===== src/rtl/phac_pkg.sv =====
// Package for the private host address check unit.
// Holds the parser state and result types shared by the parse logic and the top level.
// No dependencies.
package phac_pkg;

  // Dotted quad parse state.
  typedef struct packed {
    logic [7:0]  octet_value;
    logic [1:0]  digit_count;
    logic [2:0]  octet_index;
    logic [31:0] address_word;
    logic        quad_broken;
  } quad_st_t;

  // Name prefix tracking state.
  typedef struct packed {
    logic [2:0] name_length;
    logic [7:0] previous_byte;
    logic [4:0] prefix_flags;
  } name_st_t;

  typedef struct packed {
    quad_st_t quad;
    name_st_t name;
  } parse_st_t;

  typedef struct packed {
    logic        is_private;
    logic        is_ipv4;
    logic [31:0] ipv4_address;
  } result_t;

endpackage


===== src/rtl/phac_parse.sv =====
// Per-byte parse logic: lowers the byte, updates the quad parser and the name
// prefix flags, and forms the result on the final byte. Uses phac_pkg.
module phac_parse import phac_pkg::*; (
  input  parse_st_t  st,
  input  logic [7:0] host_byte,
  input  logic       last_byte,
  output parse_st_t  st_next,
  output result_t    res
);

  localparam logic [7:0] CH_DOT    = 8'h2e;
  localparam logic [7:0] CH_COLON  = 8'h3a;
  localparam logic [7:0] CH_LBRACK = 8'h5b;
  localparam logic [7:0] CH_RBRACK = 8'h5d;
  localparam logic [7:0] CH_0      = 8'h30;
  localparam logic [7:0] CH_1      = 8'h31;
  localparam logic [7:0] CH_8      = 8'h38;
  localparam logic [7:0] CH_9      = 8'h39;
  localparam logic [7:0] CH_UA     = 8'h41;
  localparam logic [7:0] CH_UZ     = 8'h5a;
  localparam logic [7:0] CH_C      = 8'h63;
  localparam logic [7:0] CH_D      = 8'h64;
  localparam logic [7:0] CH_E      = 8'h65;
  localparam logic [7:0] CH_F      = 8'h66;

  localparam int PF_LOOP3   = 0;
  localparam int PF_LOOP5   = 1;
  localparam int PF_BRACKET = 2;
  localparam int PF_UNIQUE  = 3;
  localparam int PF_LINK    = 4;

  function automatic quad_st_t quad_feed(input quad_st_t q, input logic [7:0] c);
    quad_st_t    r;
    logic [11:0] v;
    r = q;
    v = ({4'd0, q.octet_value} << 3) + ({4'd0, q.octet_value} << 1) + {8'd0, c[3:0]};
    if (!q.quad_broken) begin
      if (c >= CH_0 && c <= CH_9) begin
        if (q.digit_count == 2'd3 || v > 12'd255) begin
          r.quad_broken = 1'b1;
        end else begin
          r.octet_value = v[7:0];
          r.digit_count = q.digit_count + 2'd1;
        end
      end else if (c != CH_DOT || q.digit_count == 2'd0 || q.octet_index > 3'd3) begin
        r.quad_broken = 1'b1;
      end else begin
        r.address_word = {q.address_word[23:0], q.octet_value};
        r.octet_index  = q.octet_index + 3'd1;
        r.octet_value  = 8'd0;
        r.digit_count  = 2'd0;
      end
    end
    return r;
  endfunction

  function automatic name_st_t name_feed(input name_st_t n, input logic [7:0] c);
    name_st_t   r;
    logic [2:0] p;
    logic       loop3_ok;
    logic       loop5_ok;
    r = n;
    p = n.name_length;
    if (p == 3'd0) begin
      r.prefix_flags = 5'd0;
      if (c == CH_COLON) r.prefix_flags[PF_LOOP3] = 1'b1;
      if (c == CH_LBRACK) begin
        r.prefix_flags[PF_LOOP5]   = 1'b1;
        r.prefix_flags[PF_BRACKET] = 1'b1;
      end
    end else begin
      case (p)
        3'd1:    loop3_ok = (c == CH_COLON);
        3'd2:    loop3_ok = (c == CH_1);
        default: loop3_ok = 1'b0;
      endcase
      case (p)
        3'd1:    loop5_ok = (c == CH_COLON);
        3'd2:    loop5_ok = (c == CH_COLON);
        3'd3:    loop5_ok = (c == CH_1);
        3'd4:    loop5_ok = (c == CH_RBRACK);
        default: loop5_ok = 1'b0;
      endcase
      if (!loop3_ok) r.prefix_flags[PF_LOOP3] = 1'b0;
      if (!loop5_ok) r.prefix_flags[PF_LOOP5] = 1'b0;
      // The link-local pattern starts one byte in, after the bracket.
      case (p)
        3'd1: if (c == CH_F) r.prefix_flags[PF_LINK] = 1'b1;
        3'd2: if (c != CH_E) r.prefix_flags[PF_LINK] = 1'b0;
        3'd3: if (c != CH_8) r.prefix_flags[PF_LINK] = 1'b0;
        3'd4: if (c != CH_0) r.prefix_flags[PF_LINK] = 1'b0;
        3'd5: if (c != CH_COLON) r.prefix_flags[PF_LINK] = 1'b0;
        default: ;
      endcase
      if (p == 3'd2 && n.previous_byte == CH_F && (c == CH_C || c == CH_D)) begin
        r.prefix_flags[PF_UNIQUE] = 1'b1;
      end
    end
    if (n.name_length != 3'd7) r.name_length = n.name_length + 3'd1;
    r.previous_byte = c;
    return r;
  endfunction

  logic [7:0] c;
  logic       drop;
  quad_st_t   q1;
  quad_st_t   qf;
  name_st_t   n1;
  logic       v4;
  logic [31:0] a;
  logic [7:0] o0;
  logic [7:0] o1;
  logic       priv;

  always_comb begin
    c = host_byte;
    if (host_byte >= CH_UA && host_byte <= CH_UZ) c = host_byte + 8'h20;
    // A final dot is dropped unless it is the only byte or follows another dot.
    drop = last_byte && c == CH_DOT && st.name.name_length != 3'd0 &&
           st.name.previous_byte != CH_DOT;
    q1 = drop ? st.quad : quad_feed(st.quad, c);
    n1 = drop ? st.name : name_feed(st.name, c);
    qf = quad_feed(q1, CH_DOT);
    v4 = !qf.quad_broken && qf.octet_index == 3'd4;
    a  = v4 ? qf.address_word : 32'd0;
    o0 = a[31:24];
    o1 = a[23:16];
    if ((n1.prefix_flags[PF_LOOP3] && n1.name_length == 3'd3) ||
        (n1.prefix_flags[PF_LOOP5] && n1.name_length == 3'd5)) begin
      priv = 1'b1;
    end else if (n1.name_length > 3'd2 && n1.prefix_flags[PF_BRACKET]) begin
      priv = n1.prefix_flags[PF_UNIQUE] ||
             (n1.prefix_flags[PF_LINK] && n1.name_length >= 3'd6);
    end else if (v4) begin
      priv = (o0 == 8'd127) || (o0 == 8'd10) ||
             (o0 == 8'd192 && o1 == 8'd168) ||
             (o0 == 8'd172 && o1 >= 8'd16 && o1 <= 8'd31) ||
             (o0 == 8'd169 && o1 == 8'd254) ||
             (a == 32'd0);
    end else begin
      priv = 1'b0;
    end
    res.is_private   = priv;
    res.is_ipv4      = v4;
    res.ipv4_address = a;
    // The parser returns to its reset state after each name.
    if (last_byte) begin
      st_next = '0;
    end else begin
      st_next.quad = q1;
      st_next.name = n1;
    end
  end

endmodule


===== src/rtl/private_host_address_check_unit.sv =====
// Top level of the private host address check unit: input register, parser
// state, result register. Uses phac_pkg and phac_parse.
//
//   Channel | Ports                                      | Direction
//   in      | in_valid, in_stall, in_host_byte, in_last_byte | byte stream in
//   out     | out_valid, out_stall, out_is_private,       | one result per name
//           | out_is_ipv4, out_ipv4_address               |
//
// One byte is accepted every cycle while in_stall is low. The result register loads
// when the final byte of a name advances out of the input register, which a held
// result can delay.
// Reset clears the valid flags and the parser state.
// A held result stalls the input only when the registered byte is a final
// byte; other bytes keep flowing while the result waits.
module private_host_address_check_unit import phac_pkg::*; (
  input  logic        clk,
  input  logic        rst_n,
  input  logic        in_valid,
  output logic        in_stall,
  input  logic [7:0]  in_host_byte,
  input  logic        in_last_byte,
  output logic        out_valid,
  input  logic        out_stall,
  output logic        out_is_private,
  output logic        out_is_ipv4,
  output logic [31:0] out_ipv4_address
);

  logic       s1_valid_r;
  logic [7:0] s1_byte_r;
  logic       s1_last_r;
  parse_st_t  st_r;
  parse_st_t  st_nxt;
  result_t    res;
  logic       out_valid_r;
  result_t    out_res_r;
  logic       out_free;
  logic       adv;

  phac_parse u_parse (
    .st        (st_r),
    .host_byte (s1_byte_r),
    .last_byte (s1_last_r),
    .st_next   (st_nxt),
    .res       (res)
  );

  assign out_free = !out_valid_r || !out_stall;
  assign adv      = s1_valid_r && (!s1_last_r || out_free);
  assign in_stall = s1_valid_r && !adv;

  always_ff @(posedge clk) begin
    if (!rst_n) begin
      s1_valid_r <= 1'b0;
    end else if (!in_stall) begin
      s1_valid_r <= in_valid;
    end
  end

  always_ff @(posedge clk) begin
    if (in_valid && !in_stall) begin
      s1_byte_r <= in_host_byte;
      s1_last_r <= in_last_byte;
    end
  end

  always_ff @(posedge clk) begin
    if (!rst_n) begin
      st_r <= '0;
    end else if (adv) begin
      st_r <= st_nxt;
    end
  end

  always_ff @(posedge clk) begin
    if (!rst_n) begin
      out_valid_r <= 1'b0;
    end else if (adv && s1_last_r) begin
      out_valid_r <= 1'b1;
    end else if (!out_stall) begin
      out_valid_r <= 1'b0;
    end
  end

  always_ff @(posedge clk) begin
    if (adv && s1_last_r) begin
      out_res_r <= res;
    end
  end

  assign out_valid        = out_valid_r;
  assign out_is_private   = out_res_r.is_private;
  assign out_is_ipv4      = out_res_r.is_ipv4;
  assign out_ipv4_address = out_res_r.ipv4_address;

endmodule

===== config.mk =====
export PLATFORM = sky130hd
export DESIGN_NAME = private_host_address_check_unit
export DESIGN_NICKNAME = d
export VERILOG_FILES = /design/src/rtl/phac_pkg.sv /design/src/rtl/phac_parse.sv /design/src/rtl/private_host_address_check_unit.sv
export SDC_FILE = /design/constraint.sdc
export NUM_CORES = 1
export LEC_CHECK = 0
export BUFFER_PORTS_ARGS = -buffer_cell sky130_fd_sc_hd__buf_4
export CORE_MARGIN = 2
export CORE_UTILIZATION = 61
export CTS_CLUSTER_SIZE = 14
export DETAILED_ROUTE_END_ITERATION = 8
export GPL_ROUTABILITY_DRIVEN = 1
export PLACE_DENSITY_LB_ADDON = 0.15
export SYNTH_ARGS = -nofsm -noshare
export SYNTH_HDL_FRONTEND = slang
export SYNTH_HIERARCHICAL = 1
export SYNTH_SLANG_ARGS = --single-unit

===== constraint.sdc =====
create_clock -name clk -period 5.8 [get_ports clk]
set_input_delay 0.87 -clock clk [delete_from_list [all_inputs] [get_ports clk]]
set_output_delay 0.87 -clock clk [all_outputs]
set_load 0.005 [all_outputs]

==> impl_summary.md <==
Timing
The clock period could shrink to 4.97 ns. The final hold violation count is 0. Setup repair after global routing left no endpoint under its margin. The setup slack of the critical path after layout is 0.827 ns.

At the pin with the least slew margin, the transition time is 1.11 ns. The relative slew slack is 0.258. After routing, the total negative slack on setup checks comes to 0 ns.

The highest clock frequency the design can meet is 0.201 GHz. Setup violations remaining at the end of the flow were counted as 0. The final number of max-transition violations came to 0. The final setup skew is 0.0166 ns. Dividing the final minimum period by the clock period gives 0.857.

On the final layout, the worst hold slack is 0.462 ns.

Cells and area
The final instance count without filler cells is 921. The number of diodes is 0. At the end of the flow, the number of nets in the layout was 820. The signed area change from the synthesized netlist to the final layout is 7.57%. Of the cells placed in the final design, the portion with a size suffix greater than 1 is 0.108.

Floorplanning
The die outline height is 108 um. The standard cell core area is 0.0104 sq mm. 49 I/O pins were placed. The floorplan step defined a die boundary enclosing 0.0116 sq mm.

The starting density of the core is 0.633. The number of cell rows is 37. The width of the die is 108 um.

Global routing
The first-pass GRT wire length is 26.4 mm. The number of antenna violations at the first check in global routing is 0. The total congestion overflow is 0. The number of global-route vias before repair was 5386. The pin count of the biggest net entering global routing is 119. In the global route stage, overall resource usage came out at 0.289.

Power and ir drop
Power spread over the standard cell area amounts to 194 mW/mm^2. Summed over all cells, the static leakage comes to 2.52 nW. VDD sags by at most 0.000185 V. The design draws 1.37 mW.

Route
Summing over every cut layer, the via total after detailed routing is 5656. After detailed routing, the average wire length per cell comes to 17.5 um. After detailed routing, the number of remaining DRC violations is 0. In this run, the number of DRC markers left after iteration 0 of detailed routing was 445. The total wire length after detailed routing is 16.1 mm.

The detail route stage leaves a number of antenna-violating nets equal to 0. The iteration count of the initial detailed-routing pass is 5. The detail-routed via count per cell is 6.14.

Clock tree
The register clock-pin slew on the reported worst setup and hold paths is 0.10 ns. The number of setup buffers added after CTS is 0. The post-cts hold buffer count is 0.

Clock tree synthesis inserted a total of 9 buffers. The CTS tree is yes. After clock tree synthesis, the repair step resized 0 gates. No sink is reached through more buffers than the 2 on the longest clock path. The count of clock tree sinks is 103. The number of H-tree levels is 3. The cell at the root of the clock tree is sky130_fd_sc_hd__clkbuf_8. The clock latency reported for the late side of the worst-skew pair is 0.39 ns.

Placed design
Including well taps, the total number of placed cells is 905. The final weighted congestion of routability-driven global placement is 0.915. In this run the tool buffered the top-level ports with 48 buffer cells.

The wire-length estimate of the detail-placed layout is 11.1 mm. At the placement stage, the worst setup path has a slack of 0.957 ns.

Logic synthesis
Yosys printed 6 warnings. Each instance of the synthesized netlist takes up on average 8.60 sq um. The number of nets handed over by synthesis was 803. After synthesis the cells add up to 0.00656 sq mm.

The instance count of the mapped netlist is 763.

Critical path
The nature of the critical path startpoint is a register. The data arrival time of the worst path is 5.18 ns. The endpoint type of the worst setup path is a register. Of all nets on the critical path, the largest fanout is 40. The launching point of the worst reg2reg path is s1_byte_r[5]. The origin of the worst setup path is s1_byte_r[5]. The type of the setup path with the least slack is register to register. Data on the critical path is required at its endpoint by 6.01 ns.

Worst hold path
The worst hold path belongs to the class register to register. In this run the most critical hold path is launched from st_r[12].

Job
Max-cap violations in this run came to 0.

Run status
The flow ran to the end, and the final reports show no timing, DRC or antenna violations.
[sequential cells by signal (all words and copies together), names as in the netlist]
signal,count
out_valid,1
out_is_ipv4,1
st_r,58
out_is_private,1
out_ipv4_address,32
s1_valid_r,1
s1_byte_r,8
s1_last_r,1
[final timing paths]
path,cells past startpoint,to,slack [ns]
hold / removal,2,st_r[12],0.46
setup reg to reg,14,out_is_private,0.83
setup / recovery,14,out_is_private,0.83
hold reg to reg,2,st_r[12],0.46
[per-layer routing]
metal | global-route usage | vias up | part of all wire | routed length (um)
met3 | 0.0666 | 24 | 0.071 | 1150
met5 | 0 | - | 0 | 0
met2 | 0.473 | 204 | 0.47 | 7610
met4 | 0.0797 | 0 | 0.016 | 264
met1 | 0.383 | 2683 | 0.44 | 7050
li1 | - | 2745 | - | -
[power breakdown]
group / leakage, nW / internal, mW / switching (mW)
Clock: 0.106 / 0.215 / 0.264
Combinational: 1.57 / 0.0426 / 0.0650
Sequential: 0.842 / 0.768 / 0.0131
[placed cells by master, fill, tap and decap left out, types with 20 or more instances in the layout]
master	n
sky130_fd_sc_hd__a21oi_1	36
sky130_fd_sc_hd__buf_4	53
sky130_fd_sc_hd__dfxtp_1	60
sky130_fd_sc_hd__edfxtp_1	43
sky130_fd_sc_hd__ha_1	25
sky130_fd_sc_hd__inv_1	24
sky130_fd_sc_hd__mux2i_1	78
sky130_fd_sc_hd__nand2_1	167
sky130_fd_sc_hd__nor2_1	93
sky130_fd_sc_hd__nor4_1	20
[through the flow]
| step | utilization | area [sq um] |
|---|---|---|
| floorplan | - | 6560 |
| global placement | 0.661 | 6850 |
| detailed placement | 0.661 | 6850 |
| CTS | 0.681 | 7060 |
| global route | 0.681 | 7060 |
| finish | 0.681 | 7060 |
[worst max-delay path: stages, from the launching register on]
cell                        delay [ns]
sky130_fd_sc_hd__edfxtp_1         0.52
sky130_fd_sc_hd__ha_1             0.38
sky130_fd_sc_hd__nor4_1           0.43
sky130_fd_sc_hd__a22o_1           0.39
sky130_fd_sc_hd__and2_4           0.56
sky130_fd_sc_hd__xnor2_1          0.25
sky130_fd_sc_hd__inv_1            0.08
sky130_fd_sc_hd__ha_1             0.28
sky130_fd_sc_hd__nor3b_1          0.61
sky130_fd_sc_hd__o211ai_1         0.17
sky130_fd_sc_hd__buf_4            0.29
sky130_fd_sc_hd__a311o_1          0.41
sky130_fd_sc_hd__a2111oi_4        0.21
sky130_fd_sc_hd__o21ai_1          0.11
sky130_fd_sc_hd__o311ai_1         0.09
[cell type report]
type,instances,area [sq um]
Multi-Input combinational cell,589,3700
Fill cell,881,3310
Sequential cell,103,2490
Timing Repair Buffer,53,398
Tap cell,136,170
Clock buffer,10,138
Inverter,24,90.1
Clock inverter,6,67.6
Power figures use the tool's default switching activity.
